`src/hw/rtl/rcf_pkg.sv`:
```
package rcf_pkg;

   localparam int FILE_HEADER_BYTES = 12;
   localparam int QUEUE_DEPTH = 9;
   localparam logic [31:0] DROP_ID_RESET = 32'h4A55_4E4B;

   localparam logic [1:0] ENTRY_BYTE   = 2'd0;
   localparam logic [1:0] ENTRY_BURST  = 2'd1;
   localparam logic [1:0] ENTRY_STATUS = 2'd2;

   typedef struct packed {
      logic [1:0]  kind;
      logic        status;
      logic [63:0] data;
   } entry_type;

   typedef struct packed {
      logic valid;
      logic full;
   } q_status_type;

endpackage

```
`src/hw/rtl/riff_chunk_filter.sv`:
```
// RIFF chunk filter: passes a RIFF/WAV byte stream and removes every chunk
// whose four-byte id equals csr_write_data as last written (reset "JUNK").
// Input channel req_*: one transfer per byte (opcode 0) or end of file
// (opcode 1). One byte is taken per cycle while req_stall is low.
// Result channel rsp_*: one transfer per output byte, a status transfer
// (end_of_file high) closes each file. last_of_run marks the final result
// of an input transfer; a kept chunk header comes out as a burst of eight.
// A byte that yields a result passes through the entry queue and then the
// output register before it is on rsp_*. Sustained rate is one transfer per
// cycle on each side while req_stall and rsp_stall are low; the back end
// emits one result per cycle while rsp_stall is low, so the eight-byte
// header bursts are absorbed by the entry queue.
// req_stall rises only when the entry queue is full, which happens while
// the receiver holds rsp_stall high; results are held, never dropped.
// Reset (synchronous, active high) clears the parser, queue and output
// register and loads the reset drop id; no clearing pass is needed.
// csr_write_enable writes the drop id; write it only when idle.
module riff_chunk_filter #(
   parameter int QUEUE_DEPTH = rcf_pkg::QUEUE_DEPTH
) (
   input  logic        clock,
   input  logic        reset,
   input  logic        req_valid,
   output logic        req_stall,
   input  logic        req_opcode,
   input  logic [7:0]  req_in_byte,
   output logic        rsp_valid,
   input  logic        rsp_stall,
   output logic [7:0]  rsp_out_byte,
   output logic        rsp_byte_valid,
   output logic        rsp_end_of_file,
   output logic        rsp_status,
   output logic        rsp_last_of_run,
   input  logic        csr_write_enable,
   input  logic [31:0] csr_write_data
);

   rcf_pkg::q_status_type q_status;
   rcf_pkg::entry_type    push_entry;
   rcf_pkg::entry_type    head_entry;
   logic                  push;
   logic                  pop;
   logic [2:0]            burst_index;

   rcf_front u_front (
      .clock            (clock),
      .reset            (reset),
      .req_valid        (req_valid),
      .req_stall        (req_stall),
      .req_opcode       (req_opcode),
      .req_in_byte      (req_in_byte),
      .csr_write_enable (csr_write_enable),
      .csr_write_data   (csr_write_data),
      .q_status         (q_status),
      .push             (push),
      .push_entry       (push_entry)
   );

   rcf_queue #(
      .DEPTH (QUEUE_DEPTH)
   ) u_queue (
      .clock      (clock),
      .reset      (reset),
      .push       (push),
      .push_entry (push_entry),
      .pop        (pop),
      .q_status   (q_status),
      .head_entry (head_entry)
   );

   rcf_back u_back (
      .clock           (clock),
      .reset           (reset),
      .q_status        (q_status),
      .head_entry      (head_entry),
      .pop             (pop),
      .burst_index     (burst_index),
      .rsp_valid       (rsp_valid),
      .rsp_stall       (rsp_stall),
      .rsp_out_byte    (rsp_out_byte),
      .rsp_byte_valid  (rsp_byte_valid),
      .rsp_end_of_file (rsp_end_of_file),
      .rsp_status      (rsp_status),
      .rsp_last_of_run (rsp_last_of_run)
   );

   a_no_push_when_full: assert property (@(posedge clock) disable iff (reset)
      push |-> !q_status.full)
      else $error("entry pushed into a full queue");

   a_pop_needs_entry: assert property (@(posedge clock) disable iff (reset)
      pop |-> q_status.valid)
      else $error("pop from an empty queue");

   a_burst_holds_head: assert property (@(posedge clock) disable iff (reset)
      (burst_index != 3'd0) |->
         (q_status.valid && (head_entry.kind == rcf_pkg::ENTRY_BURST)))
      else $error("header burst lost its queue entry");

   a_status_closes_run: assert property (@(posedge clock) disable iff (reset)
      (rsp_valid && rsp_end_of_file) |-> (rsp_last_of_run && !rsp_byte_valid))
      else $error("status result not marked as last, or marked as data");

endmodule

```
`src/hw/rtl/rcf_front.sv`:
```
module rcf_front (
   input  logic                 clock,
   input  logic                 reset,
   input  logic                 req_valid,
   output logic                 req_stall,
   input  logic                 req_opcode,
   input  logic [7:0]           req_in_byte,
   input  logic                 csr_write_enable,
   input  logic [31:0]          csr_write_data,
   input  rcf_pkg::q_status_type q_status,
   output logic                 push,
   output rcf_pkg::entry_type   push_entry
);

   localparam logic [1:0] PH_FILE = 2'd0;
   localparam logic [1:0] PH_HEAD = 2'd1;
   localparam logic [1:0] PH_BODY = 2'd2;

   logic [1:0]  phase_ff, phase_in;
   logic [3:0]  header_count_ff, header_count_in;
   logic [63:0] head_bytes_ff, head_bytes_in;
   logic [2:0]  head_index_ff, head_index_in;
   logic [32:0] remaining_ff, remaining_in;
   logic        dropping_ff, dropping_in;
   logic [31:0] drop_id_ff;

   logic        accept;
   logic [3:0]  header_count_next;
   logic [63:0] head_full;
   logic [31:0] chunk_size;
   logic [32:0] padded;
   logic [32:0] remaining_dec;

   assign req_stall = q_status.full;
   assign accept = req_valid && !q_status.full;

   assign header_count_next = header_count_ff + 4'd1;
   assign head_full = {head_bytes_ff[55:0], req_in_byte};
   assign chunk_size = {head_full[7:0], head_full[15:8], head_full[23:16], head_full[31:24]};
   assign padded = {1'b0, chunk_size} + {32'd0, chunk_size[0]};
   assign remaining_dec = (remaining_ff != 33'd0) ? remaining_ff - 33'd1 : remaining_ff;

   always_comb begin
      phase_in = phase_ff;
      header_count_in = header_count_ff;
      head_bytes_in = head_bytes_ff;
      head_index_in = head_index_ff;
      remaining_in = remaining_ff;
      dropping_in = dropping_ff;
      push = 1'b0;
      push_entry = '0;
      if (accept) begin
         if (req_opcode) begin
            push = 1'b1;
            push_entry.kind = rcf_pkg::ENTRY_STATUS;
            push_entry.status = (phase_ff == PH_FILE);
            phase_in = PH_FILE;
            header_count_in = 4'd0;
            head_bytes_in = 64'd0;
            head_index_in = 3'd0;
            remaining_in = 33'd0;
            dropping_in = 1'b0;
         end else begin
            case (phase_ff)
               PH_FILE: begin
                  push = 1'b1;
                  push_entry.kind = rcf_pkg::ENTRY_BYTE;
                  push_entry.data = {56'd0, req_in_byte};
                  if (header_count_next >= 4'(rcf_pkg::FILE_HEADER_BYTES)) begin
                     phase_in = PH_HEAD;
                     header_count_in = 4'd0;
                  end else begin
                     header_count_in = header_count_next;
                  end
               end
               PH_BODY: begin
                  if (!dropping_ff) begin
                     push = 1'b1;
                     push_entry.kind = rcf_pkg::ENTRY_BYTE;
                     push_entry.data = {56'd0, req_in_byte};
                  end
                  remaining_in = remaining_dec;
                  if (remaining_dec == 33'd0) begin
                     phase_in = PH_HEAD;
                     dropping_in = 1'b0;
                  end
               end
               default: begin
                  if (head_index_ff != 3'd7) begin
                     head_bytes_in = head_full;
                     head_index_in = head_index_ff + 3'd1;
                  end else begin
                     if (head_full[63:32] == drop_id_ff) begin
                        dropping_in = 1'b1;
                     end else begin
                        dropping_in = 1'b0;
                        push = 1'b1;
                        push_entry.kind = rcf_pkg::ENTRY_BURST;
                        push_entry.data = head_full;
                     end
                     head_bytes_in = 64'd0;
                     head_index_in = 3'd0;
                     remaining_in = padded;
                     if (padded == 33'd0) begin
                        phase_in = PH_HEAD;
                        dropping_in = 1'b0;
                     end else begin
                        phase_in = PH_BODY;
                     end
                  end
               end
            endcase
         end
      end
   end

   always_ff @(posedge clock) begin
      if (reset) begin
         phase_ff <= PH_FILE;
         header_count_ff <= 4'd0;
         head_bytes_ff <= 64'd0;
         head_index_ff <= 3'd0;
         remaining_ff <= 33'd0;
         dropping_ff <= 1'b0;
         drop_id_ff <= rcf_pkg::DROP_ID_RESET;
      end else begin
         phase_ff <= phase_in;
         header_count_ff <= header_count_in;
         head_bytes_ff <= head_bytes_in;
         head_index_ff <= head_index_in;
         remaining_ff <= remaining_in;
         dropping_ff <= dropping_in;
         if (csr_write_enable) begin
            drop_id_ff <= csr_write_data;
         end
      end
   end

endmodule

```
`src/hw/rtl/rcf_queue.sv`:
```
module rcf_queue #(
   parameter int DEPTH = rcf_pkg::QUEUE_DEPTH
) (
   input  logic                  clock,
   input  logic                  reset,
   input  logic                  push,
   input  rcf_pkg::entry_type    push_entry,
   input  logic                  pop,
   output rcf_pkg::q_status_type q_status,
   output rcf_pkg::entry_type    head_entry
);

   localparam int PTR_W = (DEPTH > 1) ? $clog2(DEPTH) : 1;
   localparam int CNT_W = $clog2(DEPTH + 1);
   localparam logic [PTR_W-1:0] LAST_PTR = PTR_W'(DEPTH - 1);

   rcf_pkg::entry_type slots_ff [DEPTH];
   logic [PTR_W-1:0] wr_ptr_ff, wr_ptr_in;
   logic [PTR_W-1:0] rd_ptr_ff, rd_ptr_in;
   logic [CNT_W-1:0] count_ff, count_in;

   assign q_status.valid = (count_ff != '0);
   assign q_status.full = (count_ff == CNT_W'(DEPTH));
   assign head_entry = slots_ff[rd_ptr_ff];

   always_comb begin
      wr_ptr_in = wr_ptr_ff;
      rd_ptr_in = rd_ptr_ff;
      count_in = count_ff;
      if (push) begin
         wr_ptr_in = (wr_ptr_ff == LAST_PTR) ? '0 : wr_ptr_ff + PTR_W'(1);
      end
      if (pop) begin
         rd_ptr_in = (rd_ptr_ff == LAST_PTR) ? '0 : rd_ptr_ff + PTR_W'(1);
      end
      if (push && !pop) begin
         count_in = count_ff + CNT_W'(1);
      end else if (pop && !push) begin
         count_in = count_ff - CNT_W'(1);
      end
   end

   always_ff @(posedge clock) begin
      if (reset) begin
         wr_ptr_ff <= '0;
         rd_ptr_ff <= '0;
         count_ff <= '0;
      end else begin
         wr_ptr_ff <= wr_ptr_in;
         rd_ptr_ff <= rd_ptr_in;
         count_ff <= count_in;
      end
   end

   always_ff @(posedge clock) begin
      if (push) begin
         slots_ff[wr_ptr_ff] <= push_entry;
      end
   end

endmodule

```
`src/hw/rtl/rcf_back.sv`:
```
module rcf_back (
   input  logic                  clock,
   input  logic                  reset,
   input  rcf_pkg::q_status_type q_status,
   input  rcf_pkg::entry_type    head_entry,
   output logic                  pop,
   output logic [2:0]            burst_index,
   output logic                  rsp_valid,
   input  logic                  rsp_stall,
   output logic [7:0]            rsp_out_byte,
   output logic                  rsp_byte_valid,
   output logic                  rsp_end_of_file,
   output logic                  rsp_status,
   output logic                  rsp_last_of_run
);

   logic       valid_ff, valid_in;
   logic [2:0] index_ff, index_in;
   logic [7:0] byte_ff, byte_in;
   logic       byte_valid_ff, byte_valid_in;
   logic       eof_ff, eof_in;
   logic       status_ff, status_in;
   logic       last_ff, last_in;
   logic       load;
   logic       is_burst;

   assign load = q_status.valid && (!valid_ff || !rsp_stall);
   assign is_burst = (head_entry.kind == rcf_pkg::ENTRY_BURST);
   assign pop = load && (!is_burst || (index_ff == 3'd7));
   assign valid_in = load || (valid_ff && rsp_stall);
   assign index_in = (load && is_burst) ? index_ff + 3'd1 : index_ff;

   always_comb begin
      case (head_entry.kind)
         rcf_pkg::ENTRY_BURST: begin
            byte_in = head_entry.data[{~index_ff, 3'b000} +: 8];
            byte_valid_in = 1'b1;
            eof_in = 1'b0;
            status_in = 1'b0;
            last_in = (index_ff == 3'd7);
         end
         rcf_pkg::ENTRY_STATUS: begin
            byte_in = 8'd0;
            byte_valid_in = 1'b0;
            eof_in = 1'b1;
            status_in = head_entry.status;
            last_in = 1'b1;
         end
         default: begin
            byte_in = head_entry.data[7:0];
            byte_valid_in = 1'b1;
            eof_in = 1'b0;
            status_in = 1'b0;
            last_in = 1'b1;
         end
      endcase
   end

   always_ff @(posedge clock) begin
      if (reset) begin
         valid_ff <= 1'b0;
         index_ff <= 3'd0;
      end else begin
         valid_ff <= valid_in;
         index_ff <= index_in;
      end
   end

   always_ff @(posedge clock) begin
      if (load) begin
         byte_ff <= byte_in;
         byte_valid_ff <= byte_valid_in;
         eof_ff <= eof_in;
         status_ff <= status_in;
         last_ff <= last_in;
      end
   end

   assign burst_index = index_ff;
   assign rsp_valid = valid_ff;
   assign rsp_out_byte = byte_ff;
   assign rsp_byte_valid = byte_valid_ff;
   assign rsp_end_of_file = eof_ff;
   assign rsp_status = status_ff;
   assign rsp_last_of_run = last_ff;

endmodule

```
`config.mk`:
```
export PLATFORM = sky130hd
export DESIGN_NAME = riff_chunk_filter
export DESIGN_NICKNAME = d
export VERILOG_FILES = /design/src/hw/rtl/rcf_pkg.sv /design/src/hw/rtl/riff_chunk_filter.sv /design/src/hw/rtl/rcf_front.sv /design/src/hw/rtl/rcf_queue.sv /design/src/hw/rtl/rcf_back.sv
export SDC_FILE = /design/constraint.sdc
export NUM_CORES = 1
export LEC_CHECK = 0
export BUFFER_PORTS_ARGS = -buffer_cell sky130_fd_sc_hd__buf_2
export CAP_MARGIN = 20
export CORE_ASPECT_RATIO = 1.75
export CORE_MARGIN = 10
export CORE_UTILIZATION = 45
export CTS_CLUSTER_SIZE = 12
export DETAILED_ROUTE_END_ITERATION = 7
export HOLD_SLACK_MARGIN = 0.12
export PLACE_DENSITY = 0.71
export SYNTH_ARGS = -nofsm -noshare
export SYNTH_HDL_FRONTEND = slang
export SYNTH_SLANG_ARGS = --single-unit
```
`constraint.sdc`:
```
create_clock -name clock -period 13.3 [get_ports clock]
set_clock_uncertainty 0.05 [all_clocks]
set_input_delay 1.33 -clock clock [delete_from_list [all_inputs] [get_ports clock]]
set_output_delay 1.33 -clock clock [all_outputs]
set_load 0.05 [all_outputs]
```
== Word level (Yosys, flattened, before mapping) ==
Memory sizes are Yosys's and may differ from the RTL's. A register that Yosys moved wholly into a read port is not among the register bits.
Index checks and enable logic that the tools add are counted.

* Add/sub/neg operators: 9
* Order comparisons: 1
* Equal/unequal tests: 15
* Shift-type cells: 1
* Multiplexer cells: 53
* Bitwise operators: 1
* Reduce and logical (&&, ||, !) cells: 29

{| class="wikitable"
|+ Operator list
! cell !! number
|-
| 2-to-1 mux 64 bit || 3
|-
| 2-to-1 mux 56 bit || 3
|-
| one-hot mux 64 bit (2 select lines) || 1
|-
| 2-to-1 mux 33 bit || 3
|-
| 2-to-1 mux 67 bit || 1
|-
| logical NOT 33 bit || 2
|-
| one-hot mux 33 bit (2 select lines) || 1
|-
| indexed part select 64 x 7 -> 8 bit || 1
|-
| 2-to-1 mux 4 bit || 9
|-
| adder 32 x 1 -> 33 bit || 1
|-
| nonzero test 33 bit || 1
|-
| subtractor 33 x 1 -> 33 bit, second input constant || 1
|-
| == test 32 bit || 1
|-
| adder 4 x 1 -> 4 bit, second input constant || 4
|-
| 2-to-1 mux 1 bit || 16
|-
| 2-to-1 mux 2 bit || 8
|-
| one-hot mux 8 bit (2 select lines) || 1
|-
| == test 4 bit, second input constant || 3
|-
| 2-to-1 mux 3 bit || 3
|-
| != test 3 bit, second input constant || 3
|-
| 2-to-1 mux 8 bit || 1
|-
| AND reduction 4 bit || 2
|-
| logical AND 1 bit || 7
|-
| adder 3 x 1 -> 3 bit, second input constant || 2
|-
| other kinds (20) || 31
|}

* Register bits: 159
* Bits in writable memories: 603
* Bits of input ports: 46
* Logic and storage cells: 127
* Memories: 1

{| class="wikitable"
|+ Memories
! memory !! depth !! width !! read ports !! clocked after memory_dff !! wr ports !! line !! RTL
|-
| u_queue.slots_ff || 9 || 67 || 1 || 1 || 1 || rcf_queue.sv:17 || <nowiki>rcf_pkg::entry_type slots_ff [DEPTH];</nowiki>
|}

== Logic depth before layout (Yosys ltp) ==
Gate-level depths: netlist (run 1).

* Depth in word-level cells: 10
* Mapped depth: 19
* Gate-level depth less buffers: 15

== By module ==
From an unflattened synthesis (run 1), not the netlist that was laid out.

* Cell total of the unflattened synthesis: 2473
* Area, all modules: 33195.6 sq um

{| class="wikitable"
|+ Modules (own cells, without submodules)
! module !! times used !! cells an instance !! area an instance (sq um)
|-
| rcf_queue || 1 || 1312 || 24078.1
|-
| rcf_front || 1 || 1054 || 7903.8
|-
| rcf_back || 1 || 107 || 1213.7
|}

== Worst setup path before layout (run 1) ==
No wires, ideal clock.

* Path kind: input to register
* From: in req_opcode
* To: mem u_queue.slots_ff[4][0] in the netlist's numbering, enable pin
* Data arrival time: 3.945 ns
* Required time: 12.817 ns
* Slack: 8.872 ns
* Stages on the path: 5
* Buffers on the path: 3
* Cell sequence: clkbuf_1 -> clkbuf_1 -> o21a_1 -> clkbuf_1 -> and3_1

* Longest elaborated chain between the ends: 4

{| class="wikitable"
|+ RTL lines
! item !! line !! RTL
|-
| from (decl) || riff_chunk_filter.sv:25 || <nowiki>input logic req_opcode,</nowiki>
|-
| 2-to-1 mux 1 bit || rcf_front.sv:53 || <nowiki>if (req_opcode) begin</nowiki>
|-
| 2-to-1 mux 1 bit || rcf_front.sv:52 || <nowiki>if (accept) begin</nowiki>
|-
| net push || riff_chunk_filter.sv:41 || <nowiki>logic push;</nowiki>
|-
| 2-to-1 mux 1 bit || rcf_queue.sv:56 || <nowiki>if (push) begin</nowiki>
|-
| 2-to-1 mux 1 bit (implied by the code) || rcf_queue.sv:57 || <nowiki>slots_ff[wr_ptr_ff] <= push_entry;</nowiki>
|-
| to (decl) || rcf_queue.sv:17 ||
|}

The timed path passes the listed nets, and every way through them passes these cells.

== Final worst setup path (run 1) ==
* From: reg u_front.head_bytes_ff[16]
* To: reg u_front.phase_ff[0]

* Longest elaborated chain between the ends: 6

{| class="wikitable"
|+ RTL lines
! item !! line !! RTL
|-
| from (decl) || rcf_front.sv:21 || <nowiki>logic [63:0] head_bytes_ff, head_bytes_in;</nowiki>
|-
| from (signal assigned) || rcf_front.sv:129 || <nowiki>head_bytes_ff <= head_bytes_in;</nowiki>
|-
| adder 32 x 1 -> 33 bit || rcf_front.sv:40 || <nowiki>assign padded = {1'b0, chunk_size} + {32'd0, chunk_size[0]};</nowiki>
|-
| logical NOT 33 bit || rcf_front.sv:104 || <nowiki>if (padded == 33'd0) begin</nowiki>
|-
| 2-to-1 mux 2 bit || rcf_front.sv:104 ||
|-
| 2-to-1 mux 2 bit || rcf_front.sv:89 || <nowiki>if (head_index_ff != 3'd7) begin</nowiki>
|-
| one-hot mux 2 bit (2 select lines) || rcf_front.sv:64 || <nowiki>case (phase_ff)</nowiki>
|-
| 2-to-1 mux 2 bit || rcf_front.sv:53 ||
|-
| to (signal assigned) || rcf_front.sv:127 || <nowiki>phase_ff <= phase_in;</nowiki>
|-
| to (decl) || rcf_front.sv:19 || <nowiki>logic [1:0] phase_ff, phase_in;</nowiki>
|}

Every way passes these cells. The select of a mux whose other input is x is not followed.
A chain may end at the register's enable or synchronous reset.

==> run_results.csv, run 1 <==
group,metric,value,unit
grt,grt_max_degree,86,
worst_setup_path,required,13.79,ns
die,die-width,224,um
synthesis,yosys_warnings,0,
pwr,p_switching,1620,uW
grt,antenna_found_initial,0,
clocking,numCtsBuffers,74,
synthesis,synth_edf_count,615,
timing,fin_setup_tns,0,ns
die,die_area,84200,um^2
synthesis,ys_ff_latch,766,
timing,setup-violations-final,0,
synthesis,yosysMostFrequentCell,"edfxtp_1",
clocking,h-tree-depth,3,
routing,vias_per_cell,6.09,
worst_hold_path,min_path_cells,2,
clocking,postCtsSetupRepairBufs,0,
die,initial_core_util,45.4,%
place,pre_cts_ws,8.82,ns
worst_setup_path,cp_max_fo,7,
synthesis,synth.distinct_cells,83,
status,run_status,"finished clean",
timing,slew_violations,0,
clocking,cts_resized,0,
flow_run,cap_violations,0,
worst_setup_path,path_cells,"ha_1, nand3_1, nor2_1, and3_1, nand3_1, a2111o_1, or4_1, o41ai_1, or4b_1, a21oi_1",
clocking,worstSkewPairLatency,0.62,ns
pwr,total_power,5840,uW
synthesis,synth_common_cells,"edfxtp_1, mux4_2, nand2_1",
place,dp.cells,3045,
place,io_buffers,59,
timing,finalCritPeriodShare,31.0,%
pwr,ir_drop,0.150,mV
pwr,swShare,27.6,%
timing,slew_headroom,27.7,%
timing,min_period,4.13,ns
clocking,cts.sinks,766,
pwr,comb_power_share,20.1,%
pwr,p_leak,0.0117,uW
clocking,root_buffer,"clkbuf_16",
worst_setup_path,cp_slowest_cell,"o41ai_1",
grt,grt_pass1_wl,122,mm
routing,wl_per_cell,25.4,um
worst_setup_path,crit_path_frequent_cell,"nand3_1",
finish,drive_gt1_share,18.0,%
worst_setup_path,crit_buf_inv,0,
finish,instances_no_fill,3157,
pwr,powerDensity,163,nW/um^2
worst_setup_path,worstReg2RegEnd,"u_front.phase_ff[0]",
place,hpwl,50.3,mm
worst_hold_path,hp-class,"reg2reg",
place,gp_congestion,0.969,
worst_hold_path,min_from,"u_front.head_index_ff[1]",
worst_setup_path,critPathMaxStageDelay,0.53,ns
synthesis,synth_flop_cell,"edfxtp_1",
worst_setup_path,start_kind,"flip-flop",
routing,ant_nets,0,
worst_setup_path,reg2regPathDepth,10,
worst_hold_path,holdPathEnd,"u_front.head_index_ff[1]",
pwr,clkPwrFrac,32.6,%
clocking,hold_buffers,0,
die,core,71900,um^2
synthesis,syn_area,32700,um^2
worst_setup_path,ff2ff_setup_slack,9.17,ns
timing,rsz0062_at_grt,"no",
timing,worstMarginPinSlew,1.08,ns
grt,overflow,0,
synthesis,synth-seq-area-share,65.8,%
clocking,cts_tree,"yes",
worst_setup_path,critPathCaptureType,"flip-flop",
worst_setup_path,r2r-start,"u_front.head_bytes_ff[16]",
timing,max_freq,242,MHz
synthesis,syn_inst,2183,
die,ios,60,
timing,hold_viol,0,
grt,grtUsageTotal,18.7,%
clocking,path_clk_slew,0.06,ns
routing,routed_wl,80.1,mm
finish,post-route-util,50.0,%
synthesis,synth_top_area_share,56.5,%
finish,diodes,0,
die,die_h,376,um
finish,layout.nets,2264,
die,rows,130,
clocking,clock_path_buffers,3,
routing,vias,19200,
synthesis,synth.top_cells.by_area,"edfxtp_1, mux4_2, dfxtp_1",
synthesis,synthArstFlopShare,0,%
synthesis,synth_fp_nets,2249,
routing,first_pass_iters,6,
synthesis,synth.avg_cell_area,15.0,um^2
pwr,intPower,4230,uW
worst_setup_path,worstPathArrival,4.62,ns
pwr,seq_power_share,47.3,%
grt,grt_pass1_vias,19700,
routing,drtIter0Drc,1758,
worst_setup_path,crit_type,"reg2reg",
routing,drc,0,
finish,areaGrowthSynthToFinish,9.99,%
finish,fill_cells,6002,
worst_setup_path,crit_cells,10,
worst_setup_path,critical_path.top_delay_family,"simple AND/OR/NAND/NOR gates",
synthesis,synth_top_area_cell,"edfxtp_1",
timing,fin_ws,9.17,ns
[area by class of cell]
type                    instances  area (um^2)  area share [%]
multi-input cells            1247        10500            29.3
inverters                      13         48.8           0.136
clock inverters                 8         80.1           0.223
clock buffers                 103         2000            5.58
well taps                     924         1160            3.22
repair buffers                 96          596            1.66
flip-flops and latches        766        21500            59.9
[through the flow]
| stage | instance area [um^2] | hold WS (ns) |
|---|---|---|
| 6_report | 35900 | 0.428 |
| 5_1_grt | 35900 | 0.442 |
| 4_1_cts | 35900 | 0.423 |
| 3_5_place_dp | 33800 | 0.415 |
| 3_3_place_gp | 33800 | 0.396 |
| 2_1_floorplan | 32700 | 0.386 |
[how the worst max path moves through the flow]
stage	slack (ns)	endpoint	start
final	9.17	u_front.phase_ff[0]	u_front.head_bytes_ff[16]
after global routing	8.90	u_queue.count_ff[3]	flip-flop
after CTS	9.10	u_queue.count_ff[3]	flip-flop
after detailed placement	8.82	u_queue.count_ff[3]	rsp_stall
after global placement	8.87	u_queue.count_ff[3]	rsp_stall
after floorplan	8.87	u_queue.slots_ff[4][0]	req_opcode
[cells in the final DEF, fill, tap and decap left out, types with 5 or more instances in the layout]
cell       synthesis  layout
nand3_1           83      83
clkbuf_1         100      27
and3_4             1       5
and2_4             0       5
o211ai_1           9       9
a22oi_1           13      13
mux2i_1           64      64
and3_1            76      72
o21a_1             5       5
nor3_1            31      30
dfxtp_1          151     145
nor2b_1           21      21
a22o_1             8       8
inv_1             13      13
nand2b_1          11      11
xor2_1            23      23
a21oi_1          115     113
buf_4              6      36
nand2_1          159     159
ha_1              19      19
nor4_4             5       5
nand4_1           23      23
o32ai_1            8       8
o21ai_0           78      78
a31oi_1            5       5
o31a_1             5       5
nor4_1            22      22
edfxtp_1         615     615
a211o_1           16      16
clkbuf_16          0      76
buf_2             17      58
mux4_2           166     166
or4_1              8       8
nor2_1           115     113
or3_1             10      10
xnor2_1           60      60
[power groups by stage]
| stage | Sequential [uW] | Clock [uW] | Combinational [uW] |
|---|---|---|---|
| 3_5_place_dp | 2820 | 0 | 1180 |
| 4_1_cts | 2770 | 1930 | 1190 |
| 5_1_grt | 2780 | 2020 | 1260 |
| 2_1_floorplan | 2830 | 0 | 822 |
| 6_report | 2760 | 1910 | 1180 |
| 3_3_place_gp | 2810 | 0 | 1160 |
[sequential cells by signal, indices dropped and copies added, names as in the netlist, named ones only]
| signal | cells |
|---|---|
| u_back.burst_index | 3 |
| u_front.dropping_ff | 1 |
| u_back.rsp_end_of_file | 1 |
| u_queue.wr_ptr_ff | 4 |
| u_queue.rd_ptr_ff | 4 |
| u_front.drop_id_ff | 32 |
| u_back.rsp_last_of_run | 1 |
| u_front.header_count_ff | 4 |
| u_front.phase_ff | 2 |
| u_front.remaining_ff | 33 |
| u_back.rsp_status | 1 |
| u_back.rsp_out_byte | 8 |
| u_back.rsp_byte_valid | 1 |
| u_back.rsp_valid | 1 |
| u_front.head_index_ff | 3 |
| u_queue.slots_ff | 603 |
| u_front.head_bytes_ff | 56 |
| u_queue.count_ff | 4 |
[routing by layer]
| layer | global-route usage, % | share of wire (%) | wire [um] |
|---|---|---|---|
| met2 | 33.9 | 53 | 42800 |
| met5 | 0 | 0 | 0 |
| met4 | 9.33 | 4.3 | 3480 |
| met1 | 21.3 | 37 | 30000 |
| met3 | 2.15 | 4.8 | 3830 |
[tightest hold or removal path, delay by kind of cell (launching register included)]
kind            cells  cell delay, ns
simple gates        1            0.06
compound gates      1            0.05
flops               1            0.31
[cell families (layout without fill, tap and decap cells)]
| kind of cell | after synthesis | count (layout) | share of synthesized area, % |
|---|---|---|---|
| multiplexers | 234 | 234 | 13.5 |
| AO/OA/AOI/OAI | 300 | 300 | 5.62 |
| buffers and inverters | 170 | 220 | 2.16 |
| adder cells (fa/ha/maj) | 20 | 20 | 0.789 |
| AND/OR/NAND/NOR | 610 | 610 | 9.87 |
| flip-flops | 766 | 766 | 65.8 |
| XOR/XNOR | 83 | 83 | 2.23 |
Power figures use the tool's default switching activity.
==> run 2, diff against run 1 <==
ABC_AREA = 1   (was not set)
clock period = 3.85 ns   (was 13.3 ns; I/O delays follow)
==> run_results.csv, run 2 <==
group,metric,value,unit
routing,ant_nets,0,
synthesis,syn_inst,3174,
finish,regMostFlops,"u_queue.slots_ff",
synthesis,synth-seq-area-share,64.8,%
timing,min_period,3.36,ns
synthesis,synth.distinct_cells,41,
synthesis,synth_fp_nets,3240,
pwr,p_switching,7920,uW
timing,worstMarginPinSlew,1.38,ns
place,io_buffers,59,
clocking,postCtsSetupRepairBufs,0,
timing,fin_setup_tns,0,ns
die,die_area,85300,um^2
worst_setup_path,start_kind,"flip-flop",
die,initial_core_util,45.4,%
grt,overflow,0,
worst_setup_path,crit_type,"reg2reg",
timing,rsz0062_at_grt,"no",
worst_setup_path,critPathCaptureType,"flip-flop",
synthesis,synth.avg_cell_area,10.4,um^2
clocking,path_clk_slew,0.06,ns
synthesis,synth.top_cells.by_area,"edfxtp_1, dfxtp_1, nor2_1",
finish,largest_reg_flops,603,
finish,areaGrowthSynthToFinish,12.2,%
finish,instances_no_fill,4208,
pwr,powerDensity,616,nW/um^2
worst_setup_path,worstPathArrival,3.80,ns
routing,drc,0,
timing,slew_headroom,7.82,%
die,ios,60,
grt,grt_pass1_vias,24600,
clocking,h-tree-depth,3,
synthesis,synth_edf_count,615,
die,die-width,225,um
synthesis,synth_top_area_cell,"edfxtp_1",
clocking,worstSkewPairLatency,0.61,ns
grt,grt_max_degree,250,
die,rows,131,
routing,first_pass_iters,7,
pwr,swShare,34.6,%
clocking,clock_path_buffers,3,
timing,setup-violations-final,0,
pwr,clkPwrFrac,28.1,%
timing,hold_viol,0,
routing,vias_per_cell,5.86,
flow_run,cap_violations,0,
grt,grtUsageTotal,22.0,%
place,gp_congestion,1.02,
synthesis,yosysMostFrequentCell,"edfxtp_1",
synthesis,synthArstFlopShare,0,%
routing,vias,24700,
finish,reg_top3,"u_queue.slots_ff x603, u_front.head_bytes_ff x56, u_front.remaining_ff x33",
timing,slew_violations,0,
finish,layout.nets,3315,
synthesis,synth_flop_cell,"edfxtp_1",
routing,routed_wl,95.1,mm
clocking,cts.sinks,766,
worst_setup_path,required,4.29,ns
synthesis,yosys_warnings,0,
timing,whs,0.254,ns
routing,wl_per_cell,22.6,um
worst_setup_path,cp_max_fo,25,
finish,layout_common_cells,"edfxtp_1, nor2_1, nand2_1, o21ai_0, inv_1",
timing,max_freq,297,MHz
place,hpwl,57.8,mm
pwr,p_leak,0.0128,uW
status,run_status,"finished clean",
synthesis,syn_area,33100,um^2
timing,finalCritPeriodShare,87.3,%
clocking,cts_tree,"yes",
worst_hold_path,hp-class,"in2reg",
clocking,numCtsBuffers,74,
finish,final_common_cell,"edfxtp_1",
pwr,comb_power_share,28.4,%
synthesis,synth_top_area_share,55.7,%
clocking,root_buffer,"clkbuf_16",
pwr,ir_drop,0.453,mV
pwr,seq_power_share,43.4,%
place,dp.cells,4063,
grt,antenna_found_initial,0,
synthesis,synth_common_cells,"edfxtp_1, nor2_1, nand2_1",
synthesis,ys_ff_latch,766,
die,core,72900,um^2
finish,drive_gt1_share,9.16,%
pwr,intPower,15000,uW
routing,drtIter0Drc,2708,
die,die_h,379,um
grt,grt_pass1_wl,144,mm
## run 2: critical path: stages (launching register included)
cell and delay [ns]:
dfxtp_4 0.52, clkinv_2 0.22, o21ai_0 0.12, o221ai_1 0.12, nand3_1 0.09, o21ai_0 0.14
inv_1 0.09, ha_1 0.17, nand2_1 0.10, nand2_1 0.18, ha_1 0.22, inv_1 0.10
ha_1 0.34, nand2_1 0.08, nor2_1 0.04, a211oi_1 0.23, nor2_1 0.07, nor2_1 0.08
nand2_1 0.07, o21ai_0 0.15, a21oi_1 0.06
## run 2: path summary, 6_finish.rpt
path / start / endpoint / slack [ns] / cells after the start
max: flip-flop / u_queue.count_ff[3] / 0.49 / 20
min: csr_write_enable / u_front.drop_id_ff[1] / 0.25 / 3
max reg2reg: flip-flop / u_queue.count_ff[3] / 0.49 / 20
min reg2reg: u_front.drop_id_ff[17] / u_front.drop_id_ff[17] / 0.43 / 2
## run 2: area by class of cell
| type | count | area [um^2] |
|---|---|---|
| fill | 6163 | 35800 |
| sequential | 766 | 21500 |
| multi-input combinational | 2037 | 10200 |
| clock buffer | 95 | 1950 |
| timing repair buffer | 188 | 1570 |
| tap | 931 | 1160 |
| inverter | 182 | 701 |
| clock inverter | 7 | 47.5 |
| antenna | 2 | 5.00 |
## run 2: stage by stage
step                instance area [um^2]  power, uW  utilization (%)  setup WS, ns
finish                             37200      22900             51.0         0.488
detailed placement                 34800      16500             47.7         0.496
global route                       37200      23900             51.0         0.126
CTS                                37200      22900             51.0         0.501
global placement                   34800      16400             47.7         0.467
floorplan                          33100      14200                -         0.289
## run 2: cells by family (layout without fill, tap and decap cells)
group           count (synthesis)  in the layout  share of synthesized area, %
fa+ha+maj                      20             20                         0.778
simple gates                 1199           1199                          14.8
buf+inv                       371            472                          4.34
xor+xnor                       61             61                          1.61
mux                             9              9                         0.272
other cells                     0              2                             0
flops                         766            766                          64.8
compound gates                748            748                          13.3
## run 2: power groups by stage
stage          logic [uW]  registers, uW  clock network [uW]
2_1_floorplan        3990          10200                   0
3_3_place_gp         6330          10100                   0
3_5_place_dp         6410          10100                   0
4_1_cts              6470           9930                6480
5_1_grt              7100           9990                6780
6_report             6510           9940                6440
## run 2: what timing repair did
action | 4_1_cts | 5_1_grt
hold endpoints to repair | 41 | 0
resized for setup | 0 | 0
hold buffers | 41 | 0
## run 2: layer usage
layer	share of wire [%]	up-vias	GRT usage [%]
met5	0	-	0
met4	6.4	0	13.8
met3	7.4	308	3.42
met2	51	1181	39.5
met1	35	11800	23.8
li1	-	11400	-
